File: config.mk
export PLATFORM = sky130hd
export DESIGN_NAME = wheel_motor_speed_direction_ctrl_unit
export DESIGN_NICKNAME = d
export VERILOG_FILES = /design/src/sv/wmsdc_pkg.sv /design/src/sv/wheel_motor_speed_direction_ctrl_unit.sv /design/src/sv/wmsdc_fwd_speed.sv /design/src/sv/wmsdc_state.sv
export SDC_FILE = /design/constraint.sdc
export NUM_CORES = 1
export LEC_CHECK = 0
export ABC_AREA = 1
export ABC_CLOCK_PERIOD_IN_PS = 12360
export BUFFER_PORTS_ARGS = -buffer_cell sky130_fd_sc_hd__buf_2
export CORE_MARGIN = 3
export CORE_UTILIZATION = 35
export DETAILED_ROUTE_END_ITERATION = 7
export PLACE_DENSITY_LB_ADDON = 0.15
export SKIP_CTS_REPAIR_TIMING = 1
export SLEW_MARGIN = 20
export SYNTH_ARGS = -nofsm -noshare
export SYNTH_HDL_FRONTEND = slang
export SYNTH_SLANG_ARGS = --single-unit
export TNS_END_PERCENT = 20
File: constraint.sdc
create_clock -name clk -period 12.36 [get_ports clk]
set_clock_uncertainty 0.1 [all_clocks]
set_input_delay 2.472 -clock clk [delete_from_list [all_inputs] [get_ports clk]]
set_output_delay 2.472 -clock clk [all_outputs]
set_load 0.1 [all_outputs]
File: src/sv/wmsdc_pkg.sv
package wmsdc_pkg;

  localparam int unsigned SPEED_W     = 16;
  localparam int unsigned COUNT_W     = 32;
  localparam int unsigned CFG_IDX_W   = 2;
  localparam int unsigned IN_ITEM_W   = 38;
  localparam int unsigned OUT_ITEM_W  = 52;
  localparam int unsigned IN_TDATA_W  = 40;
  localparam int unsigned OUT_TDATA_W = 56;

  localparam logic [SPEED_W-1:0] CRAWL_RESET = 16'd20;
  localparam logic [SPEED_W-1:0] LOWER_RESET = 16'd5;
  localparam logic [SPEED_W-1:0] UPPER_RESET = 16'd5;
  localparam logic [SPEED_W-1:0] TURN_DROP   = 16'd2;

  typedef enum logic [1:0] {
    DIR_OFF = 2'd0,
    DIR_FWD = 2'd1,
    DIR_REV = 2'd2
  } dir_t;

  typedef enum logic [2:0] {
    MV_STOP  = 3'd0,
    MV_FWD   = 3'd1,
    MV_LEFT  = 3'd2,
    MV_BACK  = 3'd3,
    MV_RIGHT = 3'd4
  } move_t;

  typedef enum logic [CFG_IDX_W-1:0] {
    CFG_CRAWL = 2'd0,
    CFG_LOWER = 2'd1,
    CFG_UPPER = 2'd2
  } cfg_idx_t;

  // last field in the lowest bits
  typedef struct packed {
    logic               correct_right;
    logic               correct_left;
    logic [COUNT_W-1:0] wheel_count;
    logic [2:0]         movement;
    logic               system_go;
  } in_item_t;

  typedef struct packed {
    logic               reverse_led;
    logic               forward_led;
    logic [COUNT_W-1:0] distance_tracked;
    logic [SPEED_W-1:0] drive_speed;
    dir_t               drive_direction;
  } out_item_t;

  typedef struct packed {
    logic [SPEED_W-1:0] base_speed;
    logic [SPEED_W-1:0] correction_lower;
    logic [SPEED_W-1:0] correction_upper;
  } cfg_t;

endpackage

File: src/sv/wheel_motor_speed_direction_ctrl_unit.sv
// an accepted item is held in the input register, then its result in the result register on out_*
// throughput: one item per cycle while out_tready is high; the only loop is the update of the
//   tracker, count, direction and speed registers from their own values
// reset: synchronous on rst_n low; clears both stage valids, the move state and
//   loads the configuration registers with their default values
module wheel_motor_speed_direction_ctrl_unit (
  input  logic                                clk,
  input  logic                                rst_n,
  // input items
  input  logic                                in_tvalid,
  output logic                                in_tready,
  // system_go, movement[2:0], wheel_count[31:0], correct_left, correct_right, zero pad
  input  logic [wmsdc_pkg::IN_TDATA_W-1:0]    in_tdata,
  // result items
  output logic                                out_tvalid,
  input  logic                                out_tready,
  // drive_direction[1:0], drive_speed[15:0], distance_tracked[31:0], forward_led,
  // reverse_led, zero pad
  output logic [wmsdc_pkg::OUT_TDATA_W-1:0]   out_tdata,
  // configuration writes
  input  logic                                cfg_wr_en,
  input  logic [wmsdc_pkg::CFG_IDX_W-1:0]     cfg_addr,
  input  logic [wmsdc_pkg::SPEED_W-1:0]       cfg_wdata
);

  wmsdc_pkg::cfg_t      cfg_r;
  wmsdc_pkg::in_item_t  in_item_r;
  logic                 in_valid_r;
  wmsdc_pkg::out_item_t out_item_r;
  logic                 out_valid_r;
  wmsdc_pkg::out_item_t result;
  logic                 advance;

  // the held item moves on when the result register is empty or being drained
  assign advance   = in_valid_r && (!out_valid_r || out_tready);
  // the input register refills in the same cycle it hands its item on
  assign in_tready = !in_valid_r || advance;

  assign out_tvalid = out_valid_r;
  assign out_tdata  = {{(wmsdc_pkg::OUT_TDATA_W - wmsdc_pkg::OUT_ITEM_W){1'b0}}, out_item_r};

  // configuration registers, unknown index ignored
  always_ff @(posedge clk) begin
    if (!rst_n) begin
      cfg_r.base_speed       <= wmsdc_pkg::CRAWL_RESET;
      cfg_r.correction_lower <= wmsdc_pkg::LOWER_RESET;
      cfg_r.correction_upper <= wmsdc_pkg::UPPER_RESET;
    end else if (cfg_wr_en) begin
      case (cfg_addr)
        wmsdc_pkg::CFG_CRAWL: cfg_r.base_speed       <= cfg_wdata;
        wmsdc_pkg::CFG_LOWER: cfg_r.correction_lower <= cfg_wdata;
        wmsdc_pkg::CFG_UPPER: cfg_r.correction_upper <= cfg_wdata;
        default: begin
        end
      endcase
    end
  end

  // input register
  always_ff @(posedge clk) begin
    if (!rst_n) begin
      in_valid_r <= 1'b0;
    end else if (in_tready) begin
      in_valid_r <= in_tvalid;
    end
  end

  always_ff @(posedge clk) begin
    if (in_tvalid && in_tready) begin
      in_item_r <= wmsdc_pkg::in_item_t'(in_tdata[wmsdc_pkg::IN_ITEM_W-1:0]);
    end
  end

  // move state and per-item result logic
  wmsdc_state u_state (
    .clk    (clk),
    .rst_n  (rst_n),
    .step   (advance),
    .item   (in_item_r),
    .cfg    (cfg_r),
    .result (result)
  );

  // result register
  always_ff @(posedge clk) begin
    if (!rst_n) begin
      out_valid_r <= 1'b0;
    end else if (advance) begin
      out_valid_r <= 1'b1;
    end else if (out_tready) begin
      out_valid_r <= 1'b0;
    end
  end

  always_ff @(posedge clk) begin
    if (advance) begin
      out_item_r <= result;
    end
  end

endmodule

File: src/sv/wmsdc_fwd_speed.sv
module wmsdc_fwd_speed (
  input  logic [wmsdc_pkg::SPEED_W-1:0] speed_cur,
  input  wmsdc_pkg::cfg_t               cfg,
  input  logic                          correct_left,
  input  logic                          correct_right,
  output logic [wmsdc_pkg::SPEED_W-1:0] speed_fwd
);

  logic [16:0]        seed;
  logic [16:0]        nudged;
  logic [16:0]        hi;
  logic signed [17:0] lo;
  logic signed [17:0] s;

  always_comb begin
    // seed at crawl when stopped
    seed = (speed_cur == '0) ? {1'b0, cfg.base_speed} : {1'b0, speed_cur};

    nudged = seed;
    if (correct_right && !correct_left && seed != 17'h0FFFF) begin
      nudged = seed + 17'd1;
    end else if (correct_left && !correct_right && seed != 17'd0) begin
      nudged = seed - 17'd1;
    end

    // band limits at full width, lower may go negative
    lo = signed'({2'b00, cfg.base_speed}) - signed'({2'b00, cfg.correction_lower});
    hi = {1'b0, cfg.base_speed} + {1'b0, cfg.correction_upper};

    s = signed'({1'b0, nudged});
    if (s < lo) begin
      s = lo;
    end
    if (s > signed'({1'b0, hi})) begin
      s = signed'({1'b0, hi});
    end
    speed_fwd = s[15:0];
  end

endmodule

File: src/sv/wmsdc_state.sv
module wmsdc_state (
  input  logic                 clk,
  input  logic                 rst_n,
  input  logic                 step,
  input  wmsdc_pkg::in_item_t  item,
  input  wmsdc_pkg::cfg_t      cfg,
  output wmsdc_pkg::out_item_t result
);

  logic [wmsdc_pkg::COUNT_W-1:0] last_count_r, last_count_nxt;
  logic [wmsdc_pkg::COUNT_W-1:0] tracker_r, tracker_nxt;
  wmsdc_pkg::dir_t               dir_r, dir_nxt;
  logic [wmsdc_pkg::SPEED_W-1:0] speed_r, speed_nxt;

  logic [wmsdc_pkg::COUNT_W-1:0] diff;
  logic [wmsdc_pkg::SPEED_W-1:0] speed_fwd;
  logic [wmsdc_pkg::SPEED_W-1:0] speed_turn;

  wmsdc_fwd_speed u_fwd_speed (
    .speed_cur     (speed_r),
    .cfg           (cfg),
    .correct_left  (item.correct_left),
    .correct_right (item.correct_right),
    .speed_fwd     (speed_fwd)
  );

  always_comb begin
    diff       = item.wheel_count - last_count_r;
    speed_turn = (cfg.base_speed >= wmsdc_pkg::TURN_DROP) ?
                 cfg.base_speed - wmsdc_pkg::TURN_DROP : '0;

    last_count_nxt = item.wheel_count;
    tracker_nxt    = tracker_r;
    dir_nxt        = dir_r;
    speed_nxt      = speed_r;

    if (item.system_go) begin
      case (item.movement)
        wmsdc_pkg::MV_FWD: begin
          tracker_nxt = tracker_r + diff;
          dir_nxt     = wmsdc_pkg::DIR_FWD;
          speed_nxt   = speed_fwd;
        end
        wmsdc_pkg::MV_LEFT: begin
          tracker_nxt = tracker_r + diff;
          dir_nxt     = wmsdc_pkg::DIR_FWD;
          speed_nxt   = speed_turn;
        end
        wmsdc_pkg::MV_BACK, wmsdc_pkg::MV_RIGHT: begin
          tracker_nxt = tracker_r - diff;
          dir_nxt     = wmsdc_pkg::DIR_REV;
          speed_nxt   = speed_turn;
        end
        default: begin
          // stop and unknown codes: clear the move, keep direction
          last_count_nxt = '0;
          tracker_nxt    = '0;
          speed_nxt      = '0;
        end
      endcase
    end else begin
      last_count_nxt = '0;
      tracker_nxt    = '0;
      dir_nxt        = wmsdc_pkg::DIR_OFF;
      speed_nxt      = '0;
    end

    result.drive_direction  = dir_nxt;
    result.drive_speed      = speed_nxt;
    result.distance_tracked = tracker_nxt;
    result.forward_led      = (dir_nxt == wmsdc_pkg::DIR_FWD) && (speed_nxt != '0);
    result.reverse_led      = ((dir_nxt == wmsdc_pkg::DIR_REV) && (speed_nxt != '0)) ||
                              item.correct_right;
  end

  always_ff @(posedge clk) begin
    if (!rst_n) begin
      last_count_r <= '0;
      tracker_r    <= '0;
      dir_r        <= wmsdc_pkg::DIR_OFF;
      speed_r      <= '0;
    end else if (step) begin
      last_count_r <= last_count_nxt;
      tracker_r    <= tracker_nxt;
      dir_r        <= dir_nxt;
      speed_r      <= speed_nxt;
    end
  end

endmodule

Word-level counts from Yosys, hierarchy flattened. Index checks and enable logic that the tools add are counted.

Logic and storage cells: 82. Bits in registers: 222. Output and inout port bits: 58. Input port bits: 63.

Eq/ne operators: 9. Reductions and logical operators: 27. Order comparisons: 3. Multiplexer cells: 16. Add/subtract/negate cells: 8.

Operators by type and width (count): 32-bit 2-to-1 mux (3); 16-bit 2-to-1 mux (4); 32-bit case mux with 2 select lines (1); 32-bit subtractor (2); 17-bit 2-to-1 mux (2); 32-bit adder (1); 16-bit case mux with 2 select lines (1); 18-bit > comparator (1); 18-bit by 17-bit less-than comparator with 1-bit output (1); 18-bit 2-to-1 mux (1); 16-bit by 1-bit adder with 17-bit output, second input constant (1); 16-bit by 16-bit adder with 17-bit output (1); 17-bit nonzero test (1); 16-bit by 1-bit subtractor with 17-bit output, second input constant (1); 16-bit by 16-bit subtractor with 17-bit output (1); 16-bit by 2-bit >= comparator with 1-bit output, second input constant (1); 16-bit logical NOT (1); 16-bit inequality test, second input constant (1); 16-bit nonzero test (1); 16-bit by 2-bit subtractor with 16-bit output, second input constant (1); 1-bit logical AND (8); 3-bit by 2-bit equality test with 1-bit output, second input constant (2); 2-bit AND reduction (3); 2-bit by 1-bit equality test with 1-bit output, second input constant (2); other kinds (13) (21).

Depth between registers and ports, before layout. Gate-level depths: netlist of run 1.

Depth in word-level cells: 15. Depth in mapped cells: 55. Depth with buffers taken out: 51.

Modules after synthesis. From an unflattened synthesis of run 1, not the netlist that was laid out.

Cell total of the unflattened synthesis: 2607. Area, all modules: 17531.8 um^2.

Modules (own cells, without submodules): wmsdc_state (cells each 1523, area each 8654.6 um^2, times used 1); wheel_motor_speed_direction_ctrl_unit (cells each 410, area each 4874.7 um^2, times used 1); wmsdc_fwd_speed (cells each 674, area each 4002.6 um^2, times used 1).

Worst setup path before layout of run 1. No wires, ideal clock.

Path type: register to register. Start: reg u_state.speed_r[3] in the netlist's numbering. End: reg out_item_r (netlist bit out_tdata[51]) (data pin). Cell stages (with the launch flop): 52. Buffers on the path: 3. Clock period less this slack: 6.797 ns. Arrival time: 6.441 ns. Setup time: 0.256 ns. Path slack: 5.563 ns. Cell sequence: dfxtp_1 nor2_1 nand2_1 nor2_4 buf_4 nand3_1 nand2_1 nor2_1 nand2_1 nor2_1 nand2_1 nand2_2 o21ai_0 o21ai_0 nand3b_1 xnor2_1 ha_1 a21oi_1 (+16 left out) or4_1 inv_1 nand2_1 nor2_1 a21oi_1 nor2_1 nor2_2 nand2_4 buf_4 nand3_1 nand3_1 nand2_1 nand2_1 nand2_1 nor2_1 nand2_1 o21ai_1 nand2_1.

RTL lines: start, declared (RTL line wmsdc_state.sv:13) `logic [wmsdc_pkg::SPEED_W-1:0] speed_r, speed_nxt;`; start signal, assigned (RTL line wmsdc_state.sv:86) `speed_r <= speed_nxt;`; end signal, assigned (RTL line wheel_motor_speed_direction_ctrl_unit.sv:97) `out_item_r <= result;`; end, declared (RTL line wheel_motor_speed_direction_ctrl_unit.sv:29) `wmsdc_pkg::out_item_t out_item_r;`.

==> flow_summary_export.csv, run 1 <==
group,metric,value,unit
placed_design,io_buffers,114,
worst_setup_path,end_kind,"register",
floorplan,dieArea,46740,sq um
worst_setup_path,path_max_fanout,18,
global_routing,grt_pass1_wl,71240,um
floorplan,io_pins,121,
yosys,ys.flop_type,"dfxtp_1",
sta,period_share,71.97,%
cts,clock-sinks,222,
cts,cts_buffers,25,
yosys,synth_edf_count,90,
floorplan,die_y,216.2,um
worst_setup_path,cp-start-kind,"register",
final_layout,syn_to_final_growth,12.79,%
pwr,irDropWorstVdd,0.09390,mV
yosys,async_reset_ff_share,0,%
worst_setup_path,path_class,"reg -> reg",
routing,via_per_inst,4.930,
cts,h-tree-depth,1,
yosys,yosysWarnings,0,
status,status,"completed",
routing,wl_met2,21840,um
routing,initialDrtViolationCount,679,
cts,cts_tree,"yes",
worst_setup_path,cp_slowest_cell,"o21ai_0",
cts,worstSkewPairLatency,0.53,ns
sta,finalSetupViolations,0,
yosys,synthCells,2131,
final_layout,drive_above_1_share,9.639,%
run,maxCapViolations,0,
pwr,p_per_area,144.9,nW/um^2
yosys,ys_seq_area_share,34.56,%
sta,slew_headroom,31.11,%
sta,tightest_slew,1.033,ns
worst_setup_path,slowest_delay,0.68,ns
routing,dr_total_vias,13930,
floorplan,start_util,35.66,%
floorplan,rows,76,
sta,hold_violations,0,
global_routing,gr-usage-all-layers,18.78,%
cts,ctsRootBufferMaster,"clkbuf_16",
final_layout,antenna_cells,0,
yosys,yosysUniqueCellTypes,53,
global_routing,overflow,0,
global_routing,grt_max_degree,104,
routing,final_antenna_net_count,0,
routing,routed_wl,44540,um
sta,fmax,112.4,MHz
cts,clk_pin_slew_worst_paths,0.06,ns
sta,fin_crit,8.895,ns
floorplan,die_w,216.2,um
routing,drc,0,
sta,rsz0062_at_grt,"no",
min_path,hp-class,"reg -> reg",
pwr,power.leakage,8.032,nW
worst_setup_path,path_common_cell,"nand2_1",
routing,dr_wl_met3,1332,um
yosys,syn_area_per_cell,7.257,sq um
yosys,synth-seq-cells,222,
cts,cts_buffer_depth,3,
routing,wl_per_cell,15.76,um
routing,m1WireLength,20020,um
placed_design,placed_cell_area,16600,sq um
final_layout,final_area,17440,sq um
sta,setup_tns,0,ns
floorplan,core_area,43360,sq um
worst_setup_path,crit_required,12.54,ns
global_routing,antenna_found_initial,0,
yosys,synthesis.area,15460,sq um
routing,dr.max_layer_used,"met4",
global_routing,grt_pass1_vias,13420,
routing,drt_pass1_iterations,5,
worst_setup_path,arrival,9.07,ns
placed_design,place_hpwl,33930,um
sta,drv_slew,0,
placed_design,gp_congestion,0.9285,
final_layout,fin_nets,2417,
-- state kept, by name, summed over array words and instances (netlist names) --
register / cells
cfg_r: 48
in_item_r: 38
u_state.tracker_r: 32
in_valid_r: 1
out_tvalid: 1
u_state.dir_r: 2
out_tdata: 52
u_state.last_count_r: 32
u_state.speed_r: 16
-- cells in the mapped netlist, types with 37 or more instances --
| cell | number | area share [%] |
|---|---|---|
| a21oi_1 | 230 | 7.4 |
| clkbuf_1 | 47 | 1.1 |
| dfxtp_1 | 132 | 17 |
| edfxtp_1 | 90 | 17 |
| ha_1 | 127 | 10 |
| inv_1 | 290 | 7.0 |
| nand2_1 | 442 | 11 |
| nand3_1 | 139 | 4.5 |
| nor2_1 | 178 | 4.3 |
| nor3_1 | 37 | 1.2 |
| o21ai_0 | 138 | 4.5 |
| xor2_1 | 76 | 4.3 |
-- critical path, delay by kind of cell, from the launching register on --
family,cells,cell delay (ns)
xor+xnor,1,0.15
flops,1,0.33
simple gates,28,3.71
fa+ha+maj,3,1.20
buf+inv,4,0.87
compound gates,13,2.24
-- final timing paths --
path,start,end,slack [ns],cells past startpoint
hold reg to reg,u_state.last_count_r[20]$_SDFFE_PN0P_,u_state.last_count_r[20]$_SDFFE_PN0P_,0.36,2
setup reg to reg,u_state.speed_r[4]$_SDFFE_PN0P_,out_tdata[51]$_DFFE_PP_,3.46,49
setup / recovery,u_state.speed_r[4]$_SDFFE_PN0P_,out_tdata[51]$_DFFE_PP_,3.46,49
hold / removal,u_state.last_count_r[20]$_SDFFE_PN0P_,u_state.last_count_r[20]$_SDFFE_PN0P_,0.36,2
-- metrics by stage --
step	total power, mW	hold WS, ns	setup slack (ns)	util (%)	instances
after floorplan	1.561	0.3353	5.563	-	2134
after global placement	1.754	0.3501	3.587	38.27	2781
after detailed placement	1.768	0.3549	3.526	38.28	2781
after CTS	2.554	0.3648	3.493	40.22	2826
after global routing	2.715	0.3764	2.446	40.23	2826
final	2.528	0.3637	3.465	40.23	2826
-- logic make-up after synthesis --
| kind of cell | share of synthesized area, % |
|---|---|
| compound gates | 15.40 |
| buf+inv | 9.045 |
| other cells | 0.02425 |
| xor+xnor | 5.947 |
| fa+ha+maj | 10.79 |
| flops | 34.56 |
| simple gates | 24.22 |
-- layout by cell type (no fill, tap or decap), drive strengths merged, types with 29 or more instances in the layout --
cell type,count
a21oi,230
xor2,76
ha,127
nand2,454
nor2,186
edfxtp,90
clkbuf,31
xnor2,29
o21ai,145
nor3,38
dfxtp,132
buf,124
inv,295
nand3,143
-- metal layers --
metal	vias up	track usage [%]
li1	7240	-
met1	6369	24.27
met2	256	33.28
met3	66	1.388
met4	0	6.216
met5	-	0
-- layout make-up --
type	count	area [sq um]
Clock inverter	14	183.9
Inverter	299	1124
Multi-Input combinational cell	1551	8755
Clock buffer	31	658.1
Timing Repair Buffer	124	645.6
Fill cell	4618	25920
Tap cell	585	732.0
Sequential cell	222	5345
-- report_power, final --
| part | internal, mW | switching [mW] |
|---|---|---|
| clock network | 0.463 | 0.312 |
| logic | 0.286 | 0.631 |
| registers | 0.807 | 0.0280 |
| total | 1.56 | 0.971 |
Power figures use the tool's default switching activity.
==> run 2: changes to the inputs <==
--- a/config.mk
+++ b/config.mk
@@ -6,7 +6,7 @@
 export NUM_CORES = 1
 export LEC_CHECK = 0
 export ABC_AREA = 1
-export ABC_CLOCK_PERIOD_IN_PS = 12360
+export ABC_CLOCK_PERIOD_IN_PS = 7100
 export BUFFER_PORTS_ARGS = -buffer_cell sky130_fd_sc_hd__buf_2
 export CORE_MARGIN = 3
 export CORE_UTILIZATION = 35
==> constraint.sdc (replaced) <==
create_clock -name clk -period 7.1 [get_ports clk]
set_clock_uncertainty 0.1 [all_clocks]
set_input_delay 1.42 -clock clk [delete_from_list [all_inputs] [get_ports clk]]
set_output_delay 1.42 -clock clk [all_outputs]
set_load 0.1 [all_outputs]
==> run 2 against run 1 <==
The run now ends with setup timing left; fmax increased by 23%; setup slack got worse by 3.6 ns; register-to-register slack lost 3.6 ns; sequential share of layout area shrank 2.9 points; non-clock buffer count rose by 149; utilization grew 4.2 points; sequential power is 74% higher; die area did not move; critical path depth unchanged; clock power up 92%; worst hold slack got worse by 0.00094 ns; flip-flop and latch count stayed put.
==> flow_summary_export.csv, run 2 (same netlist as run 1, synthesis figures left out) <==
group,metric,value,unit
floorplan,dieArea,46740,sq um
global_routing,gr-usage-all-layers,19.48,%
floorplan,die_w,216.2,um
worst_setup_path,worstSetupEndpoint,"out_tdata[51]$_DFFE_PP_",
sta,slew_headroom,40.40,%
routing,wl_per_cell,15.65,um
cts,worstSkewPairLatency,0.56,ns
worst_setup_path,path_max_fanout,8,
global_routing,antenna_found_initial,0,
routing,initialDrtViolationCount,731,
sta,whs,0.3628,ns
cts,cts_buffers,26,
worst_setup_path,crit_required,7.29,ns
final_layout,largest_reg_flops,52,
worst_setup_path,cp_slowest_cell,"or4_4",
cts,h-tree-depth,1,
placed_design,place_hpwl,36070,um
global_routing,overflow,0,
global_routing,grt_pass1_wl,73680,um
sta,setup_ws,-0.1234,ns
worst_setup_path,cp-start-kind,"register",
sta,tightest_slew,0.8940,ns
routing,dr_total_vias,14530,
final_layout,mostFrequentLayoutCells,"nand2_1, inv_1, a21oi_1, nor2_1, buf_4",
sta,period_share,101.7,%
floorplan,rows,76,
worst_setup_path,rr_worst_depth,49,
run,maxCapViolations,0,
final_layout,mostFrequentLayoutCell,"nand2_1",
sta,fin_crit,7.223,ns
global_routing,grt_pass1_vias,14230,
sta,fmax,138.4,MHz
placed_design,gp_congestion,0.8980,
pwr,p_per_area,259.4,nW/um^2
routing,final_antenna_net_count,0,
cts,clk_pin_slew_worst_paths,0.06,ns
sta,rsz0062_at_grt,"yes",
worst_setup_path,path_common_cell,"nand2_1",
worst_setup_path,end_kind,"register",
sta,finalSetupViolations,2,
final_layout,fin_util,44.40,%
floorplan,die_y,216.2,um
placed_design,io_buffers,114,
global_routing,grt_max_degree,104,
final_layout,syn_to_final_growth,24.48,%
routing,drt_pass1_iterations,8,
worst_setup_path,r2r_slack,-0.12,ns
cts,cts_tree,"yes",
sta,drv_slew,0,
routing,via_per_inst,4.868,
worst_setup_path,cp-startpoint,"u_state.speed_r[4]$_SDFFE_PN0P_",
worst_setup_path,slowest_delay,0.55,ns
min_path,hp-class,"reg -> reg",
floorplan,start_util,35.66,%
worst_setup_path,arrival,7.41,ns
sta,hold_violations,0,
status,violations,"setup timing",
pwr,irDropWorstVdd,0.1624,mV
worst_setup_path,path_class,"reg -> reg",
floorplan,io_pins,121,
worst_setup_path,reg2reg_to,"out_tdata[51]$_DFFE_PP_",
placed_design,placed_cell_area,17610,sq um
final_layout,drive_above_1_share,19.89,%
cts,cts_buffer_depth,3,
worst_setup_path,rr_startpoint,"u_state.speed_r[4]$_SDFFE_PN0P_",
cts,clock-sinks,222,
placed_design,dpl_worst_slack,-0.5484,ns
cts,ctsRootBufferMaster,"clkbuf_16",
sta,setup_tns,-0.2041,ns
final_layout,final_area,19250,sq um
status,status,"finished, violations left",
routing,drc,0,
final_layout,fin_nets,2572,
routing,routed_wl,46700,um
pwr,power.leakage,8.904,nW
floorplan,core_area,43360,sq um
## run 2: cell types whose count changed in the layout (fill, tap and decap cells not counted), sizes merged, moves of 3 or more
cell      before  now
nand2        454  457
clkinv        14    8
buf          124  273
clkbuf        31   35
clkinvlp       0    5
## run 2: layout make-up
cell class	count	area (sq um)
Clock inverter	13	200.2
Sequential cell	222	5349
Fill cell	4505	24110
Tap cell	585	732.0
Timing Repair Buffer	273	1852
Clock buffer	35	757.0
Inverter	299	1130
Timing Repair inverter	1	5.005
Antenna cell	1	2.502
Multi-Input combinational cell	1555	9224
## run 2: metal layers
metal / GRT usage, % / share of wire, % / vias up
met5: 0 / 0 / -
met4: 6.719 / 3.4 / 0
met3: 2.215 / 4.0 / 75
met2: 35.26 / 50 / 250
met1: 23.98 / 43 / 6650
li1: - / - / 7552
## run 2: worst max-delay path, delay by kind of cell (launching register included)
kind | cells | cell delay [ns]
and+or+nand+nor | 29 | 3.48
AOI/OAI and AO/OA | 11 | 1.44
adders and majority gates | 3 | 0.88
buffers and inverters | 5 | 0.55
DFF | 1 | 0.32
xor gates and xnor gates | 1 | 0.21
## run 2: where the power goes
group / leakage [nW] / switching [mW] / internal, mW
clock: 0.460 / 0.560 / 0.929
sequential: 1.96 / 0.0412 / 1.41
combinational: 6.49 / 1.29 / 0.765
## run 2: per-stage QoR
stage / total power, mW / std cells
2_1_floorplan: 2.717 / 2134
3_3_place_gp: 3.244 / 2917
3_5_place_dp: 3.266 / 2917
4_1_cts: 4.788 / 2965
5_1_grt: 5.324 / 2983
6_report: 4.994 / 2984
## run 2: how the worst min path moves through the flow
stage,start,endpoint,slack [ns],cells after the start
after floorplan,cfg_r[19]$_SDFFE_PN0P_,cfg_r[19]$_SDFFE_PN0P_,0.34,2
after global placement,u_state.last_count_r[26]$_SDFFE_PN0P_,u_state.last_count_r[26]$_SDFFE_PN0P_,0.35,2
after detailed placement,u_state.last_count_r[24]$_SDFFE_PN0P_,u_state.last_count_r[24]$_SDFFE_PN0P_,0.36,2
after CTS,u_state.last_count_r[24]$_SDFFE_PN0P_,u_state.last_count_r[24]$_SDFFE_PN0P_,0.36,2
after global routing,u_state.last_count_r[22]$_SDFFE_PN0P_,u_state.last_count_r[22]$_SDFFE_PN0P_,0.38,2
final,u_state.last_count_r[12]$_SDFFE_PN0P_,u_state.last_count_r[12]$_SDFFE_PN0P_,0.36,2
